**config.mk**
```make
export PLATFORM = sky130hd
export DESIGN_NAME = cds_row_ctrl
export DESIGN_NICKNAME = d
export VERILOG_FILES = /design/src/rtl/core/cds_pkg.sv /design/src/rtl/core/cds_row_ctrl.sv
export SDC_FILE = /design/constraint.sdc
export NUM_CORES = 1
export LEC_CHECK = 0
export BUFFER_PORTS_ARGS = -buffer_cell sky130_fd_sc_hd__clkbuf_2
export CAP_MARGIN = 20
export CORE_MARGIN = 1.5
export CORE_UTILIZATION = 40
export CTS_CLUSTER_DIAMETER = 30
export DETAILED_ROUTE_END_ITERATION = 6
export PLACE_DENSITY = 0.61
export SLEW_MARGIN = 20
export SYNTH_ARGS = -nofsm -noshare
export SYNTH_HDL_FRONTEND = slang
export SYNTH_SLANG_ARGS = --single-unit
```
**constraint.sdc**
```tcl
create_clock -name clk_i -period 8.4 [get_ports clk_i]
set_input_delay 0 -clock clk_i [delete_from_list [all_inputs] [get_ports clk_i]]
set_output_delay 0 -clock clk_i [all_outputs]
set_load 0.02 [all_outputs]
```
**src/rtl/core/cds_pkg.sv**
```systemverilog
// Shared types and constants for the 4:2:2 to 4:2:0 chroma downsampler.
package cds_pkg;

  localparam int unsigned MaxChromaWidth = 2048;
  localparam int unsigned ColW           = $clog2(MaxChromaWidth);
  localparam int unsigned WidthW         = 12;
  localparam int unsigned SampleW        = 8;
  localparam int unsigned CfgAddrW       = 3;
  localparam int unsigned CfgDataW       = 32;

  localparam logic [WidthW-1:0] WidthReset = WidthW'(960);
  localparam logic [WidthW-1:0] WidthMax   = WidthW'(MaxChromaWidth);
  localparam logic [WidthW-1:0] WidthMin   = WidthW'(1);

  localparam logic [CfgAddrW-1:0] RegRowWidthAddr = CfgAddrW'(0);

  typedef struct packed {
    logic [SampleW-1:0] u_sample;
    logic [SampleW-1:0] v_sample;
    logic               frame_start;
  } cds_in_t;

  typedef struct packed {
    logic [SampleW-1:0] u_out;
    logic [SampleW-1:0] v_out;
    logic               row_end;
  } cds_out_t;

  typedef struct packed {
    logic [SampleW-1:0] u;
    logic [SampleW-1:0] v;
  } cds_pair_t;

  typedef struct packed {
    logic            odd;
    logic [ColW-1:0] col;
    logic            row_end;
  } cds_pos_t;

endpackage

```
**src/rtl/core/cds_row_ctrl.sv**
```systemverilog
// Column and row-parity tracking for the incoming chroma stream.
module cds_row_ctrl
  import cds_pkg::*;
(
  input  logic              clk_i,
  input  logic              rst_ni,
  input  logic              accept_i,
  input  logic              frame_start_i,
  input  logic [WidthW-1:0] eff_width_i,
  output cds_pos_t          pos_o
);

  logic [ColW-1:0]   col_q, col_d;
  logic              odd_q, odd_d;
  logic [ColW-1:0]   col_cur;
  logic              odd_cur;
  logic [WidthW-1:0] col_nxt;

  assign col_cur = frame_start_i ? '0 : col_q;
  assign odd_cur = frame_start_i ? 1'b0 : odd_q;
  assign col_nxt = WidthW'(col_cur) + WidthW'(1);

  assign pos_o.odd     = odd_cur;
  assign pos_o.col     = col_cur;
  assign pos_o.row_end = (WidthW'(col_cur) == (eff_width_i - WidthW'(1)));

  always_comb begin
    col_d = col_q;
    odd_d = odd_q;
    if (accept_i) begin
      if (col_nxt >= eff_width_i) begin
        col_d = '0;
        odd_d = ~odd_cur;
      end else begin
        col_d = col_nxt[ColW-1:0];
        odd_d = odd_cur;
      end
    end
  end

  always_ff @(posedge clk_i or negedge rst_ni) begin
    if (!rst_ni) begin
      col_q <= '0;
      odd_q <= 1'b0;
    end else begin
      col_q <= col_d;
      odd_q <= odd_d;
    end
  end

endmodule

```
# Word-level counts from Yosys, hierarchy flattened
# Cells that the tools add are included.
[word_totals]
wordCells = 11
ff_bits = 12
output_inout_bits = 13
[classes]
mux = 4
eq_ne = 1
add_sub_neg = 2
order_cmp = 1
bitwise_logic = 1
[op_table]
columns = ["op", "n"]
rows = [
  ["$mux 11", 2],
  ["$add 11x1->12 const B", 1],
  ["$eq 11x12->1", 1],
  ["$ge 12x12->1", 1],
  ["$sub 12x1->12 const B", 1],
  ["$mux 1", 2],
  ["$not 1->1", 1],
]

# Depth between registers and ports, before layout
# Gate-level depths: netlist (run 1).
[depth]
word_depth = 4
ltp_mapped = 14

# Worst setup path before layout (run 1)
# OpenSTA, ideal clock, no wires.
[synth_timing]
path_type = "reg2reg"
startpoint = "reg col_q[0]"
endpoint = "reg col_q[10]"
stages_incl_launch_ff = 14
path_slack_ns = 5.328
required_time_ns = 8.317
period_less_slack_ns = 3.072
t_arrival_ns = 2.990
path_cell_list = "dfrtp_1 nor2b_1 ha_1 and4_1 nand4_1 nor2_1 xnor2_1 ha_1 nand4_1 nor2_1 a2111oi_2 buf_2 nand3_1 o21ai_0"
[synth_lines]
columns = ["element", "line_no", "rtl"]
rows = [
  ["from (decl)", "cds_row_ctrl.sv:13", "logic [ColW-1:0] col_q, col_d;"],
  ["from (signal assigned)", "cds_row_ctrl.sv:46", "col_q <= col_d;"],
]

# Worst setup path in the final report (run 1)
[layout_timing]
startpoint = "reg col_q[0]"
endpoint = "reg odd_q"
[layout_via]
elab_chain_len = 4
[layout_rtl]
columns = ["element", "line_no", "rtl"]
rows = [
  ["$mux 11", "cds_row_ctrl.sv:19", "assign col_cur = frame_start_i ? '0 : col_q;"],
  ["$add 11x1->12", "cds_row_ctrl.sv:21", "assign col_nxt = WidthW'(col_cur) + WidthW'(1);"],
  ["$ge 12x12->1", "cds_row_ctrl.sv:31", "if (col_nxt >= eff_width_i) begin"],
  ["$mux 1", "cds_row_ctrl.sv:31", ""],
  ["to (signal assigned)", "cds_row_ctrl.sv:44", "odd_q <= 1'b0;"],
  ["to (signal assigned)", "cds_row_ctrl.sv:47", "odd_q <= odd_d;"],
  ["to (decl)", "cds_row_ctrl.sv:14", "logic odd_q, odd_d;"],
]
# Every way passes these cells.
# A chain may end at the register's enable or synchronous reset.

==> results.sh, run 1 <==
export IMPL_powerDensity_nw_per_um2=99.2
export IMPL_max_cap_violations=0
export IMPL_final_max_slew_viol_count=0
export IMPL_syn2layout_area_growth_pct=15.1
export IMPL_ys_flop_type="dfrtp_1"
export IMPL_synth_cell_type_count=41
export IMPL_layout_common_cells="clkbuf_2 (28), inv_1 (25), o21ai_0 (17)"
export IMPL_r2r_start="col_q[0]"
export IMPL_cts_buffer_depth=2
export IMPL_dp_final_hpwl_um=2930
export IMPL_max_slew_margin_pct=53.6
export IMPL_final_util_pct=49.6
export IMPL_r2r_end="odd_q"
export IMPL_num_vias=1407
export IMPL_finalPower_uw=169
export IMPL_syn_cell_area_sq_um=1480
export IMPL_drive_gt1_share_pct=17.3
export IMPL_grt_setup_unrepaired="false"
export IMPL_cp_max_fo=13
export IMPL_dp_cells=262
export IMPL_n_fill_cell=345
export IMPL_r2r_cells=13
export IMPL_worst_slack_ps=5340
export IMPL_grt_pass1_vias=1269
export IMPL_irDropWorstVdd_uv=71.4
export IMPL_diodes=0
export IMPL_r2r_slack_ps=5340
export IMPL_viasPerCell=5.29
export IMPL_ys_ff_latch=12
export IMPL_final_cells=266
export IMPL_setup_worst_path_start_class="register"
export IMPL_async_flop_share_pct=100
export IMPL_synthesis_nets=224
export IMPL_fin_tns_setup_ps=0
export IMPL_finalCriticalPeriod_ps=3060
export IMPL_syn_avg_cell_area_sq_um=7.64
export IMPL_setup_violations=0
export IMPL_fin_nets=252
export IMPL_placed_cell_area_sq_um=1660
export IMPL_h_tree_depth=1
export IMPL_track_usage_pct=17.7
export IMPL_cts_root_buffer_cell="clkbuf_8"
export IMPL_clock_fmax_mhz=326
export IMPL_layout_commonest_cell="clkbuf_2"
export IMPL_clk_latency_ps=230
export IMPL_gp_congestion=0.888
export IMPL_drcViolationCount=0
export IMPL_clkTransAtPathRegs_ps=50
export IMPL_status="finished clean"
export IMPL_wl_um=3510
export IMPL_clock_sinks=12
export IMPL_endpoint_kind="register"
export IMPL_initial_core_util_pct=43.1
export IMPL_grt_max_degree=23
export IMPL_coreArea_sq_um=3440
export IMPL_place_worst_setup_slack_ps=5350
export IMPL_grt_pass1_wl_um=5820
export IMPL_grt_overflow=0
export IMPL_ys_warnings_count=0
export IMPL_crit_type="register to register"
export IMPL_die_x_um=63.9
export IMPL_seq_area_frac_synth_pct=20.3
export IMPL_hold_violations=0
export IMPL_row_count=21
export IMPL_io_buffers=28
export IMPL_synth_edf_count=0
export IMPL_skew_ps=1.10
export IMPL_cts_resized=0
export IMPL_dr_pass1_iters=5
export IMPL_ant_nets=0
export IMPL_cts_buffers=3
export IMPL_tritoncts="done"
export IMPL_cp_data_required_time_ps=8520
export IMPL_die_area_sq_um=4080
export IMPL_fin_area_sq_um=1710
export IMPL_drt_iter0_markers=80
export IMPL_synthCells=194
export IMPL_io_pins=29
export IMPL_p_leak_nw=0.790
export IMPL_crit_arrival_ps=3180
export IMPL_hold_path_class="input port to asynchronous set/reset pin"
export IMPL_timing_final_crit_share_pct=36.5
export IMPL_antenna_found_initial=0
export IMPL_die_height_um=63.9
export IMPL_wl_per_cell_um=13.2
export IMPL_hold_ws_ps=183
export IMPL_worstMarginPinSlew_ps=690
## routing by layer
layer	vias to the layer above	GRT usage (%)	share of wire [%]
li1	739	-	-
met1	632	25.8	52
met2	32	28.3	45
met3	4	0.528	2.6
met4	0	5.43	0.80
met5	-	0	0
## cells by family (layout without fill, tap and decap cells)
kind of cell / count (synthesis) / after routing / synth area share, %
fa+ha+maj: 14 / 14 / 11.8
flops: 12 / 12 / 20.3
compound gates: 44 / 44 / 19.0
simple gates: 72 / 72 / 28.6
xor+xnor: 20 / 20 / 11.8
buf+inv: 32 / 58 / 8.52
## synth_stat cells, types with 2 or more instances
master / n / area share (%)
ha_1: 14 / 12
xor2_1: 5 / 3.0
buf_2: 2 / 0.68
o21ai_0: 17 / 5.7
nand3_1: 14 / 4.7
clkbuf_1: 3 / 0.76
nor2b_1: 12 / 5.1
nor3_1: 6 / 2.0
a31oi_1: 5 / 2.1
a21o_1: 3 / 1.5
inv_1: 25 / 6.3
xnor2_1: 15 / 8.9
nor2_1: 10 / 2.5
a211oi_1: 2 / 1.0
nand2b_1: 5 / 2.1
dfrtp_1: 12 / 20
a211o_1: 2 / 1.2
nor4_1: 3 / 1.3
a21oi_1: 6 / 2.0
o31ai_1: 2 / 1.0
nand2_1: 8 / 2.0
nand4_1: 4 / 1.7
## worst max-delay path, stage by stage (launching register included)
cell	delay, ps
dfrtp_1	360
nor2b_1	320
ha_1	260
and4_1	230
nand4_1	140
nor2_1	160
xnor2_1	170
ha_1	290
nand4_1	90
nor2_1	60
a2111oi_2	340
buf_4	240
a21oi_1	60
a211o_1	220
## sequential cells by signal (all words and copies together) (netlist names)
signal,cells
odd_q,1
col_q,11
## power breakdown
| group | switching (mW) | leakage, nW | internal, mW |
|---|---|---|---|
| logic | 0.0314 | 0.606 | 0.0223 |
| clock network | 0.0175 | 0.0216 | 0.0313 |
| registers | 0.00459 | 0.162 | 0.0622 |
| total | 0.0535 | 0.790 | 0.116 |
## worst max-delay path by stage
| stage | startpoint | end | slack (ps) | cells past startpoint |
|---|---|---|---|---|
| after floorplan | col_q[0] | col_q[10] | 5330 | 13 |
| after global placement | col_q[0] | odd_q | 5460 | 13 |
| after detailed placement | col_q[0] | odd_q | 5350 | 13 |
| after CTS | col_q[0] | odd_q | 5330 | 13 |
| after global routing | col_q[0] | odd_q | 5050 | 13 |
| final | col_q[0] | odd_q | 5340 | 13 |
## final cells by class
class	count	area [sq um]	share of cell area (%)
inverters	25	93.8	5.50
well taps	46	57.6	3.37
repair buffers	30	158	9.24
multi-input cells	150	1060	61.9
clock buffers	3	41.3	2.42
flip-flops and latches	12	300	17.6
## what timing repair did
action	in CTS	in global routing
endpoints found under the hold margin	12	0
hold buffers	1	0
buffers inserted	0	0
Power figures use the tool's default switching activity.
==> run 2, diff against run 1 <==
- PLACE_DENSITY: 0.61 -> 0.63
- clock period: 8.4 -> 2.5 ns (I/O delays scaled with it)
==> results.sh, run 2 (same netlist as run 1, synthesis figures left out) <==
export IMPL_num_vias=1533
export IMPL_crit_arrival_ps=2870
export IMPL_final_cells=308
export IMPL_drive_gt1_share_pct=35.1
export IMPL_h_tree_depth=1
export IMPL_cp_top_family="simple AND/OR/NAND/NOR gates"
export IMPL_coreArea_sq_um=3440
export IMPL_r2r_slack_ps=-240
export IMPL_clock_fmax_mhz=366
export IMPL_io_buffers=28
export IMPL_fin_nets=293
export IMPL_clk_latency_ps=250
export IMPL_layout_common_cells="buf_4 (38), clkbuf_2 (28), inv_1 (25)"
export IMPL_timing_final_crit_share_pct=109
export IMPL_die_height_um=63.9
export IMPL_max_cap_violations=0
export IMPL_placed_cell_area_sq_um=2010
export IMPL_viasPerCell=4.98
export IMPL_critical_path_max_stage_delay_ps=350
export IMPL_worst_slack_ps=-236
export IMPL_dr_pass1_iters=4
export IMPL_r2r_end="odd_q"
export IMPL_drcViolationCount=0
export IMPL_io_pins=29
export IMPL_skew_ps=3.01
export IMPL_cp_max_fo=5
export IMPL_dp_cells=299
export IMPL_cp_data_required_time_ps=2640
export IMPL_layout_commonest_cell="buf_4"
export IMPL_grt_overflow=0
export IMPL_initial_core_util_pct=43.1
export IMPL_die_area_sq_um=4080
export IMPL_violations="negative setup slack"
export IMPL_setup_violations=12
export IMPL_fin_area_sq_um=2120
export IMPL_place_worst_setup_slack_ps=-216
export IMPL_powerDensity_nw_per_um2=315
export IMPL_grt_max_degree=23
export IMPL_track_usage_pct=20.8
export IMPL_clkTransAtPathRegs_ps=50
export IMPL_irDropWorstVdd_uv=269
export IMPL_final_max_slew_viol_count=0
export IMPL_diodes=0
export IMPL_antenna_found_initial=0
export IMPL_cts_root_buffer_cell="clkbuf_8"
export IMPL_r2r_cells=13
export IMPL_critPathBufInv=1
export IMPL_clock_sinks=12
export IMPL_finalCriticalPeriod_ps=2740
export IMPL_gp_congestion=0.829
export IMPL_drt_iter0_markers=58
export IMPL_cts_buffer_depth=2
export IMPL_reg_largest_list="col_q x11, odd_q x1"
export IMPL_slowest_stage="dfrtp_1"
export IMPL_grt_pass1_wl_um=6670
export IMPL_syn2layout_area_growth_pct=43.2
export IMPL_hold_violations=0
export IMPL_cts_buffers=3
export IMPL_hold_path_class="input port to asynchronous set/reset pin"
export IMPL_max_slew_margin_pct=58.7
export IMPL_die_x_um=63.9
export IMPL_ant_nets=0
export IMPL_largest_register="col_q"
export IMPL_grt_setup_unrepaired="true"
export IMPL_grt_pass1_vias=1507
export IMPL_largest_reg_flops=11
export IMPL_wl_um=3990
export IMPL_worstMarginPinSlew_ps=614
export IMPL_wl_per_cell_um=13.0
export IMPL_endpoint_kind="register"
export IMPL_crit_chain="nor2b_4 -> ha_4 -> and4_4 -> nand4_1 -> nor2_2 -> xnor2_2 -> ha_1 -> nand4_1 -> nor2_2 -> a2111oi_4 -> buf_6 -> a21oi_1 -> a211o_1"
export IMPL_crit_type="register to register"
export IMPL_status="finished with violations"
export IMPL_setup_worst_path_start_class="register"
export IMPL_tritoncts="done"
export IMPL_dp_final_hpwl_um=3330
export IMPL_p_leak_nw=1.04
export IMPL_r2r_start="col_q[0]"
export IMPL_row_count=21
-- run 2: cell types whose count changed in the layout (fill, tap and decap cells not counted), sizes merged --
cell,previous run,this run
buf,1,42
clkbuf,31,32
-- run 2: worst max-delay path by stage --
stage / start / to / cells past startpoint
floorplan: col_q[1] / col_q[10] / 13
global placement: col_q[1] / odd_q / 13
detailed placement: col_q[1] / odd_q / 13
CTS: col_q[1] / odd_q / 13
global route: col_q[0] / odd_q / 13
finish: col_q[0] / odd_q / 13
-- run 2: power by group --
part           total (mW)  leakage (nW)  internal [mW]  switching, mW
combinational       0.232         0.847          0.111          0.121
sequential          0.221         0.162          0.209         0.0126
clock               0.216        0.0288          0.140         0.0767
-- run 2: layout make-up --
class | instances | area, sq um
Fill cell | 345 | 1320
Multi-Input combinational cell | 150 | 1130
Timing Repair Buffer | 71 | 483
Sequential cell | 12 | 300
Inverter | 25 | 93.8
Tap cell | 46 | 57.6
Clock buffer | 4 | 55.1
-- run 2: metal layers --
| metal | vias up | global-route usage, % | share of wire [%] |
|---|---|---|---|
| met3 | 5 | 1.94 | 2.5 |
| met1 | 683 | 29.5 | 52 |
| met4 | 0 | 5.98 | 1.2 |
| met2 | 23 | 33.3 | 44 |
| met5 | - | 0 | 0 |
| li1 | 822 | - | - |
-- run 2: what timing repair did --
action	in CTS	in global routing
setup endpoints to repair	12	12
resized for setup	1	7
buffers inserted	1	2
pin swaps	0	7
hold endpoints to repair	12	0
cloned	0	1
hold buffers	1	0
-- run 2: worst register-to-register path, stage by stage, from the launching register on --
cell and delay (ps):
dfrtp_1 350, nor2b_4 190, ha_4 160, and4_4 210, nand4_1 160, nor2_2 190
xnor2_2 140, ha_1 270, nand4_1 130, nor2_2 70, a2111oi_4 330, buf_6 170
a21oi_1 40, a211o_1 220
-- run 2: metrics by stage --
| step | hold slack [ps] | utilization, % | power [mW] | setup TNS [ps] |
|---|---|---|---|---|
| after floorplan | -296 | - | 0.358 | -1030 |
| after global placement | -101 | 58.3 | 0.448 | -1560 |
| after detailed placement | -101 | 58.3 | 0.453 | -1670 |
| after CTS | 169 | 60.5 | 0.673 | -1680 |
| after global routing | 203 | 61.7 | 0.714 | -4110 |
| final | 164 | 61.7 | 0.670 | -2160 |
==> run 3, diff against run 2 <==
- MAX_ROUTING_LAYER: default -> met4
- PLACE_DENSITY: 0.63 -> 0.61
- clock period: 2.5 -> 2.7 ns (I/O delays scaled with it)
==> results.sh, run 3 (same netlist as run 1, synthesis figures left out) <==
export IMPL_clock_sinks=12
export IMPL_layout_common_cells="clkbuf_2 (28), buf_4 (27), inv_1 (25)"
export IMPL_violations="negative setup slack"
export IMPL_syn2layout_area_growth_pct=36.3
export IMPL_viasPerCell=5.26
export IMPL_largest_register="col_q"
export IMPL_io_pins=29
export IMPL_fin_nets=279
export IMPL_seqCellArea_sq_um=300
export IMPL_row_count=21
export IMPL_worstMarginPinSlew_ps=708
export IMPL_track_usage_pct=21.5
export IMPL_die_height_um=63.9
export IMPL_final_util_pct=58.7
export IMPL_max_cap_violations=0
export IMPL_h_tree_depth=1
export IMPL_p_leak_nw=0.978
export IMPL_drcViolationCount=0
export IMPL_n_fill_cell=340
export IMPL_cp_common_cell="nand4_1"
export IMPL_endpoint_kind="register"
export IMPL_largest_reg_flops=11
export IMPL_worst_slack_ps=-30.0
export IMPL_gp_congestion=0.816
export IMPL_die_area_sq_um=4080
export IMPL_io_buffers=28
export IMPL_dp_cells=284
export IMPL_grt_pass1_wl_um=6780
export IMPL_diodes=0
export IMPL_powerDensity_nw_per_um2=304
export IMPL_hold_path_class="input port to asynchronous set/reset pin"
export IMPL_crit_type="register to register"
export IMPL_critical_path_max_stage_delay_ps=440
export IMPL_skew_ps=2.85
export IMPL_drt_iter0_markers=72
export IMPL_num_vias=1547
export IMPL_dp_final_hpwl_um=3160
export IMPL_final_cells=294
export IMPL_cp_max_fo=5
export IMPL_grt_pass1_vias=1519
export IMPL_timing_final_crit_share_pct=101
export IMPL_placed_cell_area_sq_um=1850
export IMPL_clk_latency_ps=240
export IMPL_clock_fmax_mhz=366
export IMPL_irDropWorstVdd_uv=229
export IMPL_grt_max_degree=23
export IMPL_setup_violations=7
export IMPL_max_slew_margin_pct=52.4
export IMPL_grt_setup_unrepaired="true"
export IMPL_cp_top_family="simple AND/OR/NAND/NOR gates"
export IMPL_wl_um=3980
export IMPL_critPathBufInv=1
export IMPL_cp_data_required_time_ps=2870
export IMPL_crit_arrival_ps=2900
export IMPL_wl_per_cell_um=13.5
export IMPL_reg_largest_list="col_q x11, odd_q x1"
export IMPL_finalPower_uw=614
export IMPL_finalCriticalPeriod_ps=2730
export IMPL_multiInputGateArea_sq_um=1150
export IMPL_dr_pass1_iters=4
export IMPL_status="finished with violations"
export IMPL_crit_chain="nor2b_4 -> ha_4 -> and4_4 -> nand4_1 -> nor2_1 -> xnor2_1 -> ha_1 -> nand4_1 -> nor2_2 -> a2111oi_4 -> buf_4 -> nand3_1 -> o21ai_1"
export IMPL_cts_root_buffer_cell="clkbuf_8"
export IMPL_hold_violations=0
export IMPL_slowest_stage="a2111oi_4"
export IMPL_tritoncts="done"
export IMPL_cts_buffers=3
export IMPL_hold_ws_ps=183
export IMPL_clkTransAtPathRegs_ps=50
export IMPL_ant_nets=0
export IMPL_die_x_um=63.9
export IMPL_grt_overflow=0
export IMPL_final_max_slew_viol_count=0
export IMPL_antenna_found_initial=0
export IMPL_setup_worst_path_start_class="register"
export IMPL_drive_gt1_share_pct=31.5
export IMPL_cts_buffer_depth=2
export IMPL_coreArea_sq_um=3440
export IMPL_fin_area_sq_um=2020
export IMPL_layout_commonest_cell="clkbuf_2"
export IMPL_initial_core_util_pct=43.1
==> run 3: changes by cell type in the layout (fill, tap and decap cells not counted), sizes merged <==
cell / change
buf: -14
==> run 3: area by class of cell <==
class | count | area share [%]
Timing Repair Buffer | 57 | 18.0
Inverter | 25 | 4.64
Sequential cell | 12 | 14.9
Tap cell | 46 | 2.85
Clock buffer | 4 | 2.72
Multi-Input combinational cell | 150 | 56.9
==> run 3: worst reg2reg max path: stages, from the launching register on <==
cell and delay [ps]:
dfrtp_1 340, nor2b_4 170, ha_4 160, and4_4 230
nand4_1 120, nor2_1 160, xnor2_1 160, ha_1 280
nand4_1 140, nor2_2 70, a2111oi_4 440, buf_4 220
nand3_1 80, o21ai_1 90
==> run 3: path summary, 6_finish.rpt <==
kind | cells past startpoint | endpoint | slack [ps] | start
setup reg to reg | 13 | col_q[1] | -30 | col_q[1]
setup / recovery | 13 | col_q[1] | -30 | col_q[1]
hold reg to reg | 2 | col_q[8] | 560 | col_q[8]
hold / removal | 2 | col_q[2] | 180 | rst_ni
min in group clk_i | 2 | col_q[1] | 210 | accept_i
max in group asynchronous | 2 | odd_q | 2280 | rst_ni
==> run 3: per-layer routing <==
layer / vias up / track usage [%] / wire (um)
li1: 791 / - / -
met1: 716 / 27.9 / 1870
met2: 38 / 35.5 / 1900
met3: 2 / 4.40 / 190
met4: 0 / 2.99 / 16
met5: - / - / 0
==> run 3: per-stage QoR <==
step | setup slack, ps | TNS [ps]
6_report | -30.0 | -99.9
5_1_grt | -213 | -2000
4_1_cts | 0.533 | 0
3_5_place_dp | -24.9 | -85.9
3_3_place_gp | -10.6 | -10.6
2_1_floorplan | 31.2 | 0
==> run 3: what timing repair did <==
action,CTS,global route
hold buffers,1,0
endpoints found under the setup margin,9,12
buffers inserted,2,2
resized for setup,7,9
endpoints found under the hold margin,12,0
pin swaps,5,8
gates cloned,1,0
==> run 3: power by group <==
part	switching [mW]	internal (mW)	total, mW
clock network	0.0675	0.129	0.196
registers	0.0116	0.193	0.205
logic	0.111	0.101	0.213
total	0.190	0.423	0.614
