<file path="src/rtl/core/cds_pkg.sv">
// Shared types and constants for the 4:2:2 to 4:2:0 chroma downsampler.
package cds_pkg;

  localparam int unsigned MaxChromaWidth = 2048;
  localparam int unsigned ColW           = $clog2(MaxChromaWidth);
  localparam int unsigned WidthW         = 12;
  localparam int unsigned SampleW        = 8;
  localparam int unsigned CfgAddrW       = 3;
  localparam int unsigned CfgDataW       = 32;

  localparam logic [WidthW-1:0] WidthReset = WidthW'(960);
  localparam logic [WidthW-1:0] WidthMax   = WidthW'(MaxChromaWidth);
  localparam logic [WidthW-1:0] WidthMin   = WidthW'(1);

  localparam logic [CfgAddrW-1:0] RegRowWidthAddr = CfgAddrW'(0);

  typedef struct packed {
    logic [SampleW-1:0] u_sample;
    logic [SampleW-1:0] v_sample;
    logic               frame_start;
  } cds_in_t;

  typedef struct packed {
    logic [SampleW-1:0] u_out;
    logic [SampleW-1:0] v_out;
    logic               row_end;
  } cds_out_t;

  typedef struct packed {
    logic [SampleW-1:0] u;
    logic [SampleW-1:0] v;
  } cds_pair_t;

  typedef struct packed {
    logic            odd;
    logic [ColW-1:0] col;
    logic            row_end;
  } cds_pos_t;

endpackage

</file>
<file path="src/rtl/core/cds_cfg_regs.sv">
// Configuration register file with APB-style access and width clamping.
module cds_cfg_regs
  import cds_pkg::*;
(
  input  logic                clk_i,
  input  logic                rst_ni,
  input  logic                psel,
  input  logic                penable,
  input  logic                pwrite,
  input  logic [CfgAddrW-1:0] paddr,
  input  logic [CfgDataW-1:0] pwdata,
  output logic [CfgDataW-1:0] prdata,
  output logic                pready,
  output logic [WidthW-1:0]   eff_width_o
);

  logic [WidthW-1:0] row_width_q, row_width_d;
  logic              wr_en;

  assign pready = 1'b1;
  assign wr_en  = psel && penable && pwrite && pready && (paddr == RegRowWidthAddr);

  always_comb begin
    row_width_d = row_width_q;
    if (wr_en) begin
      row_width_d = pwdata[WidthW-1:0];
    end
  end

  always_ff @(posedge clk_i or negedge rst_ni) begin
    if (!rst_ni) begin
      row_width_q <= WidthReset;
    end else begin
      row_width_q <= row_width_d;
    end
  end

  always_comb begin
    prdata = '0;
    if (paddr == RegRowWidthAddr) begin
      prdata = CfgDataW'(row_width_q);
    end
  end

  always_comb begin
    if (row_width_q == '0) begin
      eff_width_o = WidthMin;
    end else if (row_width_q > WidthMax) begin
      eff_width_o = WidthMax;
    end else begin
      eff_width_o = row_width_q;
    end
  end

endmodule

</file>
<file path="config.mk">
export PLATFORM = sky130hd
export DESIGN_NAME = cds_cfg_regs
export DESIGN_NICKNAME = d
export VERILOG_FILES = /design/src/rtl/core/cds_pkg.sv /design/src/rtl/core/cds_cfg_regs.sv
export SDC_FILE = /design/constraint.sdc
export NUM_CORES = 1
export LEC_CHECK = 0
export ABC_AREA = 1
export ABC_CLOCK_PERIOD_IN_PS = 1700
export BUFFER_PORTS_ARGS = -buffer_cell sky130_fd_sc_hd__buf_4
export CAP_MARGIN = 20
export CORE_ASPECT_RATIO = 1.2
export CORE_UTILIZATION = 34
export CTS_CLUSTER_DIAMETER = 30
export DETAILED_ROUTE_END_ITERATION = 7
export HOLD_SLACK_MARGIN = 0.03
export PLACE_DENSITY_LB_ADDON = 0.08
export SETUP_SLACK_MARGIN = 0.05
export SLEW_MARGIN = 5
export SYNTH_ARGS = -nofsm -noshare
export SYNTH_HDL_FRONTEND = slang
export SYNTH_SLANG_ARGS = --single-unit
</file>
<file path="constraint.sdc">
create_clock -name clk_i -period 1.7 [get_ports clk_i]
set_input_delay 0.085 -clock clk_i [delete_from_list [all_inputs] [get_ports clk_i]]
set_output_delay 0.085 -clock clk_i [all_outputs]
set_load 0.1 [all_outputs]
</file>
Word-level counts from Yosys, hierarchy flattened
Index checks and enable logic that the tools add are counted.
{"block": "classes", "magnitude_cmp": 1, "muxes": 3, "reduce_logical": 5}
{"operator": "two-way mux 12 bit", "count": 3}
{"operator": "> comparator 12 bit (second input constant)", "count": 1}
{"operator": "logical NOT 12 bit", "count": 1}
{"operator": "logical AND 1 bit", "count": 3}
{"operator": "logical NOT 3 bit", "count": 1}
{"block": "totals", "regBits": 12, "word_cells": 10}

Longest topological paths before layout
Gate-level depths: netlist (run 1).
{"block": "depth", "word_depth": 3, "ltp_mapped": 6}

Least setup slack after synthesis (run 1)
OpenSTA, ideal clock, no wires.
{"block": "synth_path", "path_type": "register -> output", "startpoint": "reg row_width_q[3]", "endpoint": "out eff_width_o[1]", "t_arrival_ns": 2.210, "required_ns": 1.615, "setup_slack_ns": -0.595, "stages_incl_launch_ff": 6, "path_buffers": 0, "path_cell_list": "dfrtp_1 -> nor2_1 -> nand2_1 -> nor2_1 -> nand2_2 -> a21oi_1"}
{"block": "synth_between", "elab_chain_cells": 3, "word_cells_on_any_way": 4, "classes_between": "1 x order compare; 2 x mux; 1 x reduce/logical"}
{"item": "from (decl)", "line_no": "cds_cfg_regs.sv:17", "rtl": "logic [WidthW-1:0] row_width_q, row_width_d;"}
{"item": "from (signal assigned)", "line_no": "cds_cfg_regs.sv:32", "rtl": "row_width_q <= WidthReset;"}
{"item": "from (signal assigned)", "line_no": "cds_cfg_regs.sv:34", "rtl": "row_width_q <= row_width_d;"}
{"item": "> comparator 12 bit", "line_no": "cds_cfg_regs.sv:48", "rtl": "end else if (row_width_q > WidthMax) begin"}
{"item": "two-way mux 12 bit", "line_no": "cds_cfg_regs.sv:48"}
{"item": "two-way mux 12 bit *", "line_no": "cds_cfg_regs.sv:46", "rtl": "if (row_width_q == '0) begin"}
{"item": "to (decl)", "line_no": "cds_cfg_regs.sv:14", "rtl": "output logic [WidthW-1:0] eff_width_o"}
Mark *: on every way between the ends. The rest lies on a longest branch, timed or not.

Worst setup path after layout (run 1)
{"block": "layout_path", "startpoint": "reg row_width_q[2]", "endpoint": "out eff_width_o[2]"}
The elaborated chain is that of the path after synthesis.

==> results of run 1 <==
==> metal layers <==
metal  global-route usage  vias up  part of all wire
li1                     -      430                 -
met1                0.160      409              0.39
met2                0.308       40              0.55
met3               0.0367        2             0.050
met4               0.0756        0            0.0068
met5                    0        -                 0
==> layout by cell type (no fill, tap or decap), drive strengths merged <==
cell and n:
buf 48, conb 21, nor2 20, nand2 18
inv 13, o21ai 13, dlygate4sd3 12, a21oi 9
dfrtp 8, dfstp 4, clkbuf 3, nor3 1
nand3 1
==> worst paths after layout <==
| check | startpoint | end | slack [ns] | cells past startpoint |
|---|---|---|---|---|
| setup / recovery | row_width_q[2]$_DFFE_PN0P_ | eff_width_o[2] | 0.07 | 6 |
| hold / removal | pwdata[6] | row_width_q[6]$_DFFE_PN1P_ | 0.05 | 3 |
| setup reg to reg | row_width_q[8]$_DFFE_PN1P_ | row_width_q[8]$_DFFE_PN1P_ | 0.82 | 2 |
| hold reg to reg | row_width_q[6]$_DFFE_PN1P_ | row_width_q[6]$_DFFE_PN1P_ | 0.59 | 2 |
| max in group asynchronous | rst_ni | row_width_q[6]$_DFFE_PN1P_ | 1.27 | 2 |
| min in group asynchronous | rst_ni | row_width_q[10]$_DFFE_PN0P_ | 0.19 | 2 |
==> synthesized netlist by cell type (all sizes together) <==
master / number
buf: 25
nor2: 20
nand2: 17
inv: 13
o21ai: 13
a21oi: 9
dfrtp: 8
dfstp: 4
conb: 2
clkbuf: 1
nand3: 1
nor3: 1
==> final cells by class <==
| class | instances | area share |
|---|---|---|
| Timing Repair Buffer | 60 | 0.372 |
| Multi-Input combinational cell | 83 | 0.371 |
| Sequential cell | 12 | 0.188 |
| Inverter | 13 | 0.0300 |
| Tap cell | 33 | 0.0254 |
| Clock buffer | 3 | 0.0138 |
==> logic make-up after synthesis <==
family	Yosys count	synth area share
compound gates	22	0.156
buf+inv	39	0.274
flops	12	0.341
other cells	2	0.00838
simple gates	39	0.221
==> what timing repair did <==
item                                    4_1_cts  5_1_grt
hold endpoints to repair                     23        0
pin swaps                                     1        1
endpoints found under the setup margin       10       10
hold buffers                                 12        0
gates cloned                                  1        0
gates resized for setup                      24       18
buffers inserted                              0        2
==> power groups by stage <==
| stage | sequential, uW | clock (uW) | combinational, uW |
|---|---|---|---|
| floorplan | 406 | 0 | 1150 |
| detailed placement | 425 | 0 | 1310 |
| global route | 439 | 192 | 1640 |
| CTS | 429 | 180 | 1440 |
| finish | 428 | 171 | 1580 |
| global placement | 424 | 0 | 1310 |
==> through the flow <==
step / power (uW) / hold slack (ns)
after global placement: 1730 / -0.0680
after CTS: 2050 / 0.0414
final: 2180 / 0.0499
after detailed placement: 1740 / -0.0671
after global routing: 2270 / 0.0534
after floorplan: 1550 / -0.211
==> tightest hold or removal path: stages <==
cell     delay, ns
buf_4         0.11
nand2_1       0.06
o21ai_1       0.06
==> impl_table.tex, run 1 <==
\begin{tabular}{lr}
\hline
Metric & Value \\
\hline
\multicolumn{2}{l}{\textbf{CTS}} \\
CTS Root Cell & clkbuf\_4 \\
Clock tree from TritonCTS & built \\
Clk buf depth & 2 \\
H-tree Lvls & 1 \\
Number of clock buffers inserted by TritonCTS & 3 \\
TritonCTS Sinks & 12 \\
Latest clock arrival within the worst-skew pair & approximately 0.27 ns \\
Clock slew at reported path FFs & about 0.080 ns \\
\multicolumn{2}{l}{\textbf{Placement}} \\
Cell area reported after detailed placement & $\sim$1300 um\^{}2 \\
Port Buffer Count & 43 \\
Pre-CTS setup slack & about 0.17 ns \\
Estimated wirelength of the detail-placed design & $\sim$1500 um \\
RD Place Congestion & 0.670 \\
Post-Place Cells & approximately 190 \\
\multicolumn{2}{l}{\textbf{Pwr}} \\
Maximum vdd ir drop & between 900 and 1000 uV \\
Cell area power density & around 1300 nW/um\^{}2 \\
Sequential power share & 0.196 \\
Switching Fraction & 0.584 \\
Switching power & between 1000 and 1500 uW \\
Gate power share & 0.726 \\
Static Leakage & 0.000791 uW \\
Clock power share & 0.078 \\
Internal Pwr Total & around 910 uW \\
\multicolumn{2}{l}{\textbf{Finish}} \\
Layout cell share with drive strength beyond 1 & 0.602 \\
Layout Nets & about 210 \\
Largest registers & row\_width\_q: 12 flops \\
Fill cell count & roughly 230 \\
Top reg by flops & row\_width\_q \\
Number of cells in the finished layout apart from fillers & a little over 200 \\
Final non-filler cell area & 1630 um\^{}2 \\
Diodes inserted & 0 \\
Sequential standard cell area & between 300 and 400 um\^{}2 \\
Fraction of the core area covered by cells at the end of the flow & 0.644 \\
Max FFs per register & 12 \\
Area of combinational cells with multiple inputs & between 600 and 700 um\^{}2 \\
Area Growth Syn to Fin & 81.7\% \\
\multicolumn{2}{l}{\textbf{Timing}} \\
Final cycle utilization of the critical path & 0.961 \\
Sum Neg Setup Slack & 0 ns \\
RSZ-0062 raised after global routing & true \\
Final Hold Violating Endpoints & 0 \\
Post-route setup slack & 0.0659 ns \\
Final critical delay including setup and external delays & roughly 1.6 ns \\
Largest clock skew in the final design & 0 ns \\
Final setup violating endpoints & 0 \\
Fmax achieved & a little over 600 MHz \\
Number of max-slew violations in the final report & 0 \\
\multicolumn{2}{l}{\textbf{Die}} \\
Std-Cell Rows & 20 \\
Total die area & 2850 um\^{}2 \\
Number of I/O pins & 85 \\
Core Footprint & 2530 um\^{}2 \\
Die width & approximately 49 um \\
Effective utilization at floorplan & 0.354 \\
Die Y & approximately 58 um \\
\multicolumn{2}{l}{\textbf{Global routing}} \\
Via count of the first global-routing pass & 767 \\
Gr ovfl total & 0 \\
Largest net degree at the start of global routing & 25 \\
Wire length of the first global-routing pass & between 3000 and 4000 um \\
Number of antenna violations at the first check in global routing & 0 \\
Total routing resource utilization after global routing & 0.159 \\
\multicolumn{2}{l}{\textbf{Routing}} \\
Final wirelength & about 2200 um \\
Vias per inst & 4.32 \\
Violation count after the first detailed-route iteration & 6 \\
Number of design rule violations left after detail routing & 0 \\
Routed WL per cell & $\sim$11 um \\
Post-route ant nets & 0 \\
Number of search-and-repair iterations in the first detailed-routing pass & 4 \\
Vias & a little under 900 \\
\multicolumn{2}{l}{\textbf{Setup path}} \\
Startpoint class of the critical path & register \\
Slowest stage cell on the critical path & dfrtp\_1 \\
Crit path max fanout & 5 \\
Class of the most critical setup path & reg2out \\
Ordered cell list for the critical path & nor2\_1 -> nand2\_1 -> nor2\_4 -> nand2\_4 -> a21oi\_4 -> buf\_12 \\
Number of buffer and inverter instances along the worst setup path & 1 \\
Critical path's largest stage delay & slightly below 0.4 ns \\
Category of the worst setup path capture point & output pin \\
Cell family with most CP delay & simple AND/OR/NAND/NOR gates \\
Crit path required time & 1.62 ns \\
Critical Path AT & 1.55 ns \\
\multicolumn{2}{l}{\textbf{Logic synthesis}} \\
Share of synthesized area occupied by flip-flops and latches & 0.341 \\
Number of library cell types mapped by synthesis & 20 \\
Cell types with the largest area share after synthesis & dfrtp\_1 (22\%), buf\_4 (18\%), dfstp\_2 (12\%), o21ai\_2 (7.8\%), nor2\_1 (7.5\%) \\
Number of standard cells after synthesis & 114 \\
Number of synthesis warnings & 0 \\
Area of the mapped netlist & around 900 um\^{}2 \\
Top cell type's share of synthesized area & 0.223 \\
Mean cell area of the mapped netlist & between 7 and 8 um\^{}2 \\
Number of flip-flops and latches in the synthesized netlist & 12 \\
Dominant cell type by area after synthesis & dfrtp\_1 \\
\multicolumn{2}{l}{\textbf{Job}} \\
Number of max-cap violations & 0 \\
\multicolumn{2}{l}{\textbf{Status}} \\
Outcome & completed \\
\multicolumn{2}{l}{\textbf{Worst hold path}} \\
Class of the tightest hold or removal check & in2reg \\
\hline
\end{tabular}
Note: power is estimated with default switching activity, not from simulation.
==> run 2, diff against run 1 <==
BUFFER_PORTS_ARGS = -buffer_cell sky130_fd_sc_hd__clkbuf_2   (was -buffer_cell sky130_fd_sc_hd__buf_4)
==> impl_table.tex, run 2 (synthesis gave the netlist of run 1 again) <==
\begin{tabular}{lr}
\hline
Metric & Value \\
\hline
\multicolumn{2}{l}{\textbf{Placement}} \\
RD Place Congestion & 0.682 \\
Post-Place Cells & between 150 and 200 \\
Estimated wirelength of the detail-placed design & 1440 um \\
Port Buffer Count & 43 \\
Pre-CTS setup slack & roughly 0.21 ns \\
\multicolumn{2}{l}{\textbf{Pwr}} \\
Maximum vdd ir drop & $\sim$930 uV \\
Cell area power density & around 1400 nW/um\^{}2 \\
Static Leakage & about 0.00078 uW \\
\multicolumn{2}{l}{\textbf{CTS}} \\
H-tree Lvls & 1 \\
Clock tree from TritonCTS & built \\
CTS Root Cell & clkbuf\_4 \\
TritonCTS Sinks & 12 \\
Clk buf depth & 2 \\
Latest clock arrival within the worst-skew pair & 0.27 ns \\
Clock slew at reported path FFs & roughly 0.08 ns \\
Number of clock buffers inserted by TritonCTS & 3 \\
\multicolumn{2}{l}{\textbf{Timing}} \\
Worst-margin pin slew & approximately 0.54 ns \\
Final cycle utilization of the critical path & 0.971 \\
Post-route setup slack & slightly below 0.05 ns \\
Largest clock skew in the final design & 0 ns \\
Number of max-slew violations in the final report & 0 \\
Final Hold Violating Endpoints & 0 \\
Sum Neg Setup Slack & 0 ns \\
Final setup violating endpoints & 0 \\
Final critical delay including setup and external delays & 1.65 ns \\
RSZ-0062 raised after global routing & true \\
Fmax achieved & just over 600 MHz \\
Headroom to the max-slew limit & 0.640 \\
\multicolumn{2}{l}{\textbf{Finish}} \\
Diodes inserted & 0 \\
Top reg by flops & row\_width\_q \\
Fraction of the core area covered by cells at the end of the flow & 0.622 \\
Largest registers & row\_width\_q: 12 flops \\
Layout cell share with drive strength beyond 1 & 0.594 \\
Commonest cells after routing, fill and taps aside & clkbuf\_2 (29), conb\_1 (21), inv\_1 (13), nor2\_2 (13), buf\_12 (13) \\
Leading cell type in the layout, fill and taps excluded & clkbuf\_2 \\
Number of cells in the finished layout apart from fillers & roughly 200 \\
Area Growth Syn to Fin & 75.4\% \\
Max FFs per register & 12 \\
Layout Nets & 211 \\
\multicolumn{2}{l}{\textbf{Die}} \\
Core Footprint & between 2000 and 3000 um\^{}2 \\
Total die area & between 2000 and 3000 um\^{}2 \\
Std-Cell Rows & 20 \\
Effective utilization at floorplan & 0.354 \\
Number of I/O pins & 85 \\
Die width & 48.9 um \\
Die Y & a little under 60 um \\
\multicolumn{2}{l}{\textbf{Routing}} \\
Number of design rule violations left after detail routing & 0 \\
Post-route ant nets & 0 \\
Final wirelength & 2100 um \\
Violation count after the first detailed-route iteration & 18 \\
Vias per inst & approximately 4.2 \\
Routed WL per cell & between 10 and 15 um \\
Number of search-and-repair iterations in the first detailed-routing pass & 6 \\
Vias & between 800 and 900 \\
\multicolumn{2}{l}{\textbf{Global routing}} \\
Total routing resource utilization after global routing & 0.158 \\
Gr ovfl total & 0 \\
Wire length of the first global-routing pass & between 3000 and 4000 um \\
Largest net degree at the start of global routing & 25 \\
Number of antenna violations at the first check in global routing & 0 \\
Via count of the first global-routing pass & between 700 and 800 \\
\multicolumn{2}{l}{\textbf{Worst hold path}} \\
Class of the tightest hold or removal check & in2reg \\
\multicolumn{2}{l}{\textbf{Setup path}} \\
Crit path max fanout & 5 \\
Class of the most critical setup path & reg2out \\
Startpoint class of the critical path & register \\
Category of the worst setup path capture point & output pin \\
Critical Path AT & roughly 1.6 ns \\
Crit path required time & 1.62 ns \\
\multicolumn{2}{l}{\textbf{Job}} \\
Number of max-cap violations & 0 \\
\multicolumn{2}{l}{\textbf{Status}} \\
Outcome & completed \\
\hline
\end{tabular}
## run 2: cell type report
class                           instances  area, um^2
Inverter                               13        48.8
Sequential cell                        12         305
Clock buffer                            4        36.3
Fill cell                             247         956
Multi-Input combinational cell         83         587
Tap cell                               33        41.3
Timing Repair Buffer                   58         553
## run 2: critical path, cell delays in order, from the launching register on
cell,delay (ns)
dfrtp_1,0.39
nor2_1,0.11
nand2_1,0.09
nor2_4,0.18
nand2_4,0.14
a21oi_4,0.20
buf_12,0.19
## run 2: worst paths after layout
path / to / slack [ns] / from / cells past startpoint
worst min-delay path: row_width_q[5]$_DFFE_PN0P_ / 0.04 / pwdata[5] / 3
min in group asynchronous: row_width_q[0]$_DFFE_PN0P_ / 0.24 / rst_ni / 2
worst min register to register: row_width_q[6]$_DFFE_PN1P_ / 0.56 / row_width_q[6]$_DFFE_PN1P_ / 2
max in group asynchronous: row_width_q[8]$_DFFE_PN1P_ / 1.18 / rst_ni / 2
worst max register to register: row_width_q[11]$_DFFE_PN0P_ / 0.70 / row_width_q[11]$_DFFE_PN0P_ / 2
worst max-delay path: eff_width_o[5] / 0.05 / row_width_q[2]$_DFFE_PN0P_ / 6
## run 2: metal layers
metal | part of all wire | vias to the layer above | global-route usage
met4 | 0.0067 | 0 | 0.0630
met5 | 0 | - | 0
met2 | 0.51 | 40 | 0.292
li1 | - | 422 | -
met3 | 0.044 | 2 | 0.0184
met1 | 0.44 | 385 | 0.187
## run 2: stage by stage
stage               hold WS [ns]  cell area [um^2]  total power, uW
floorplan                 -0.211              1080             1550
CTS                       0.0336              1540             2210
global placement         -0.0205              1350             1930
finish                    0.0442              1570             2220
global route              0.0540              1570             2310
detailed placement       -0.0148              1350             1930
## run 2: power by group
part / switching [uW] / internal [uW]
sequential: 63.3 / 369
clock: 93.8 / 130
combinational: 1110 / 453
total: 1270 / 952
## run 2: timing repair
action	CTS	global route
buffers inserted	0	1
pin swaps	0	1
hold buffers	12	0
setup endpoints to repair	10	10
gates resized for setup	6	4
gates cloned	1	0
endpoints found under the hold margin	23	0
==> run 3, diff against run 2 <==
CORE_UTILIZATION = 39   (was 34)
==> impl_table.tex, run 3 (synthesis gave the netlist of run 1 again) <==
\begin{tabular}{lr}
\hline
Metric & Value \\
\hline
\multicolumn{2}{l}{\textbf{Status}} \\
Outcome & completed \\
\multicolumn{2}{l}{\textbf{Global routing}} \\
Largest net degree at the start of global routing & 25 \\
Number of antenna violations at the first check in global routing & 0 \\
Gr ovfl total & 0 \\
Total routing resource utilization after global routing & 0.199 \\
Wire length of the first global-routing pass & roughly 3500 um \\
Via count of the first global-routing pass & 791 \\
\multicolumn{2}{l}{\textbf{Pwr}} \\
Gate power share & 0.721 \\
Static Leakage & roughly 0.00080 uW \\
Internal Pwr Total & about 950 uW \\
Switching power & between 1000 and 1500 uW \\
Maximum vdd ir drop & about 1100 uV \\
Sequential power share & 0.192 \\
Clock power share & 0.087 \\
Cell area power density & approximately 1400 nW/um\^{}2 \\
Switching Fraction & 0.578 \\
\multicolumn{2}{l}{\textbf{Timing}} \\
Final setup violating endpoints & 0 \\
Fmax achieved & roughly 600 MHz \\
Largest clock skew in the final design & 0 ns \\
Post-route setup slack & 0.0257 ns \\
Final Hold Violating Endpoints & 0 \\
Final critical delay including setup and external delays & between 1.5 and 2 ns \\
Headroom to the max-slew limit & 0.635 \\
Number of max-slew violations in the final report & 0 \\
RSZ-0062 raised after global routing & true \\
Worst-margin pin slew & between 0.5 and 0.6 ns \\
Final cycle utilization of the critical path & 0.985 \\
\multicolumn{2}{l}{\textbf{Die}} \\
Number of I/O pins & between 80 and 90 \\
Total die area & between 2000 and 2500 um\^{}2 \\
Std-Cell Rows & 18 \\
Die Y & 54.5 um \\
Effective utilization at floorplan & 0.423 \\
Die width & between 40 and 50 um \\
Core Footprint & between 2000 and 2500 um\^{}2 \\
\multicolumn{2}{l}{\textbf{Placement}} \\
RD Place Congestion & around 0.70 \\
Cell area reported after detailed placement & approximately 1400 um\^{}2 \\
Pre-CTS setup slack & approximately 0.17 ns \\
Estimated wirelength of the detail-placed design & between 1500 and 2000 um \\
Port Buffer Count & between 40 and 50 \\
Post-Place Cells & 183 \\
\multicolumn{2}{l}{\textbf{Setup path}} \\
Class of the most critical setup path & reg2out \\
Startpoint class of the critical path & register \\
Setup slack of the worst register-to-register path & approximately 0.76 ns \\
Number of buffer and inverter instances along the worst setup path & 1 \\
Crit path max fanout & 5 \\
Slowest stage cell on the critical path & dfrtp\_1 \\
Launching point of the worst reg2reg path & row\_width\_q[0]\$\_DFFE\_PN0P\_ \\
Ordered cell list for the critical path & nor2\_1 -> nand2\_1 -> nor2\_4 -> nand2\_4 -> o21ai\_4 -> buf\_12 \\
Endpoint of the worst-slack reg-to-reg timing path & row\_width\_q[0]\$\_DFFE\_PN0P\_ \\
Crit path required time & approximately 1.6 ns \\
Reg2Reg Depth & 4 \\
Category of the worst setup path capture point & output pin \\
Critical Path AT & between 1.5 and 2 ns \\
Cell family with most CP delay & simple AND/OR/NAND/NOR gates \\
Critical path's largest stage delay & $\sim$0.40 ns \\
\multicolumn{2}{l}{\textbf{Finish}} \\
Fill cell count & about 170 \\
Top reg by flops & row\_width\_q \\
Leading cell type in the layout, fill and taps excluded & clkbuf\_2 \\
Area Growth Syn to Fin & 80.0\% \\
Final non-filler cell area & approximately 1600 um\^{}2 \\
Largest registers & row\_width\_q: 12 flops \\
Layout cell share with drive strength beyond 1 & 0.600 \\
Area of combinational cells with multiple inputs & 602 um\^{}2 \\
Sequential standard cell area & 305 um\^{}2 \\
Layout Nets & $\sim$220 \\
Max FFs per register & 12 \\
Commonest cells after routing, fill and taps aside & clkbuf\_2 (28), conb\_1 (21), inv\_1 (13), nor2\_2 (13), buf\_12 (13) \\
Diodes inserted & 0 \\
Number of cells in the finished layout apart from fillers & 205 \\
\multicolumn{2}{l}{\textbf{CTS}} \\
Latest clock arrival within the worst-skew pair & around 0.28 ns \\
TritonCTS Sinks & 12 \\
Clk buf depth & 2 \\
H-tree Lvls & 1 \\
Clock tree from TritonCTS & built \\
CTS Root Cell & clkbuf\_4 \\
Clock slew at reported path FFs & 0.08 ns \\
Number of clock buffers inserted by TritonCTS & 3 \\
\multicolumn{2}{l}{\textbf{Routing}} \\
Final wirelength & approximately 2400 um \\
Vias & slightly above 900 \\
Routed WL per cell & 11.5 um \\
Number of search-and-repair iterations in the first detailed-routing pass & 4 \\
Post-route ant nets & 0 \\
Number of design rule violations left after detail routing & 0 \\
Violation count after the first detailed-route iteration & 9 \\
Vias per inst & about 4.5 \\
\multicolumn{2}{l}{\textbf{Worst hold path}} \\
Worst hold path stage count & 3 \\
Worst Hold Launch & pwdata[11] \\
Hold path endpoint & row\_width\_q[11]\$\_DFFE\_PN0P\_ \\
Class of the tightest hold or removal check & in2reg \\
\multicolumn{2}{l}{\textbf{Job}} \\
Number of max-cap violations & 0 \\
\hline
\end{tabular}
## run 3: changes by cell type in the layout (fill, tap and decap cells not counted), sizes merged
cell / change
buf: +6
clkbuf: -1
## run 3: final cells by class
| class | instances | share of cell area |
|---|---|---|
| multi-input cells | 83 | 0.373 |
| repair buffers | 63 | 0.368 |
| flip-flops and latches | 12 | 0.189 |
| inverters | 13 | 0.0303 |
| well taps | 30 | 0.0233 |
| clock buffers | 4 | 0.0163 |
## run 3: metal layers
layer | part of all wire | vias up | track usage | wire length [um]
met5 | 0 | - | 0 | 0
met4 | 0.0097 | 0 | 0.0980 | 23
met2 | 0.52 | 59 | 0.348 | 1230
met3 | 0.072 | 4 | 0.0396 | 171
li1 | - | 434 | - | -
met1 | 0.40 | 417 | 0.230 | 938
## run 3: worst register-to-register path: stages, from the launching register on
cell and delay, ns:
dfrtp_1 0.39, buf_4 0.13, buf_4 0.13, inv_1 0.10
o21ai_2 0.07
## run 3: metrics by stage
step                setup TNS, ns  total power, uW  hold WS [ns]   util
floorplan                   -1.03             1550        -0.211      -
global placement                0             1930       -0.0166  0.641
detailed placement              0             1940      -0.00898  0.641
CTS                             0             2200        0.0315  0.737
global route               -0.378             2340        0.0640  0.762
finish                          0             2260        0.0338  0.762
## run 3: power by group through the flow
stage	Combinational, uW	Sequential, uW	Clock, uW
after floorplan	1150	406	0
after global placement	1510	419	0
after detailed placement	1520	424	0
after CTS	1580	427	194
after global routing	1690	438	210
final	1630	433	198
## run 3: timing repair
item | CTS | global route
resized for setup | 8 | 4
cloned | 1 | 0
hold buffers | 12 | 0
setup buffers | 1 | 4
pin swaps | 1 | 0
endpoints found under the hold margin | 23 | 0
endpoints found under the setup margin | 10 | 10
## run 3: worst max-delay path by stage
stage                               start              to  depth (start not counted)
2_1_floorplan  row_width_q[3]$_DFFE_PN0P_  eff_width_o[1]                          5
3_3_place_gp   row_width_q[0]$_DFFE_PN0P_  eff_width_o[1]                          6
3_5_place_dp   row_width_q[0]$_DFFE_PN0P_  eff_width_o[7]                          6
4_1_cts        row_width_q[3]$_DFFE_PN0P_  eff_width_o[0]                          6
5_1_grt        row_width_q[2]$_DFFE_PN0P_  eff_width_o[0]                          6
6_report       row_width_q[3]$_DFFE_PN0P_  eff_width_o[0]                          6
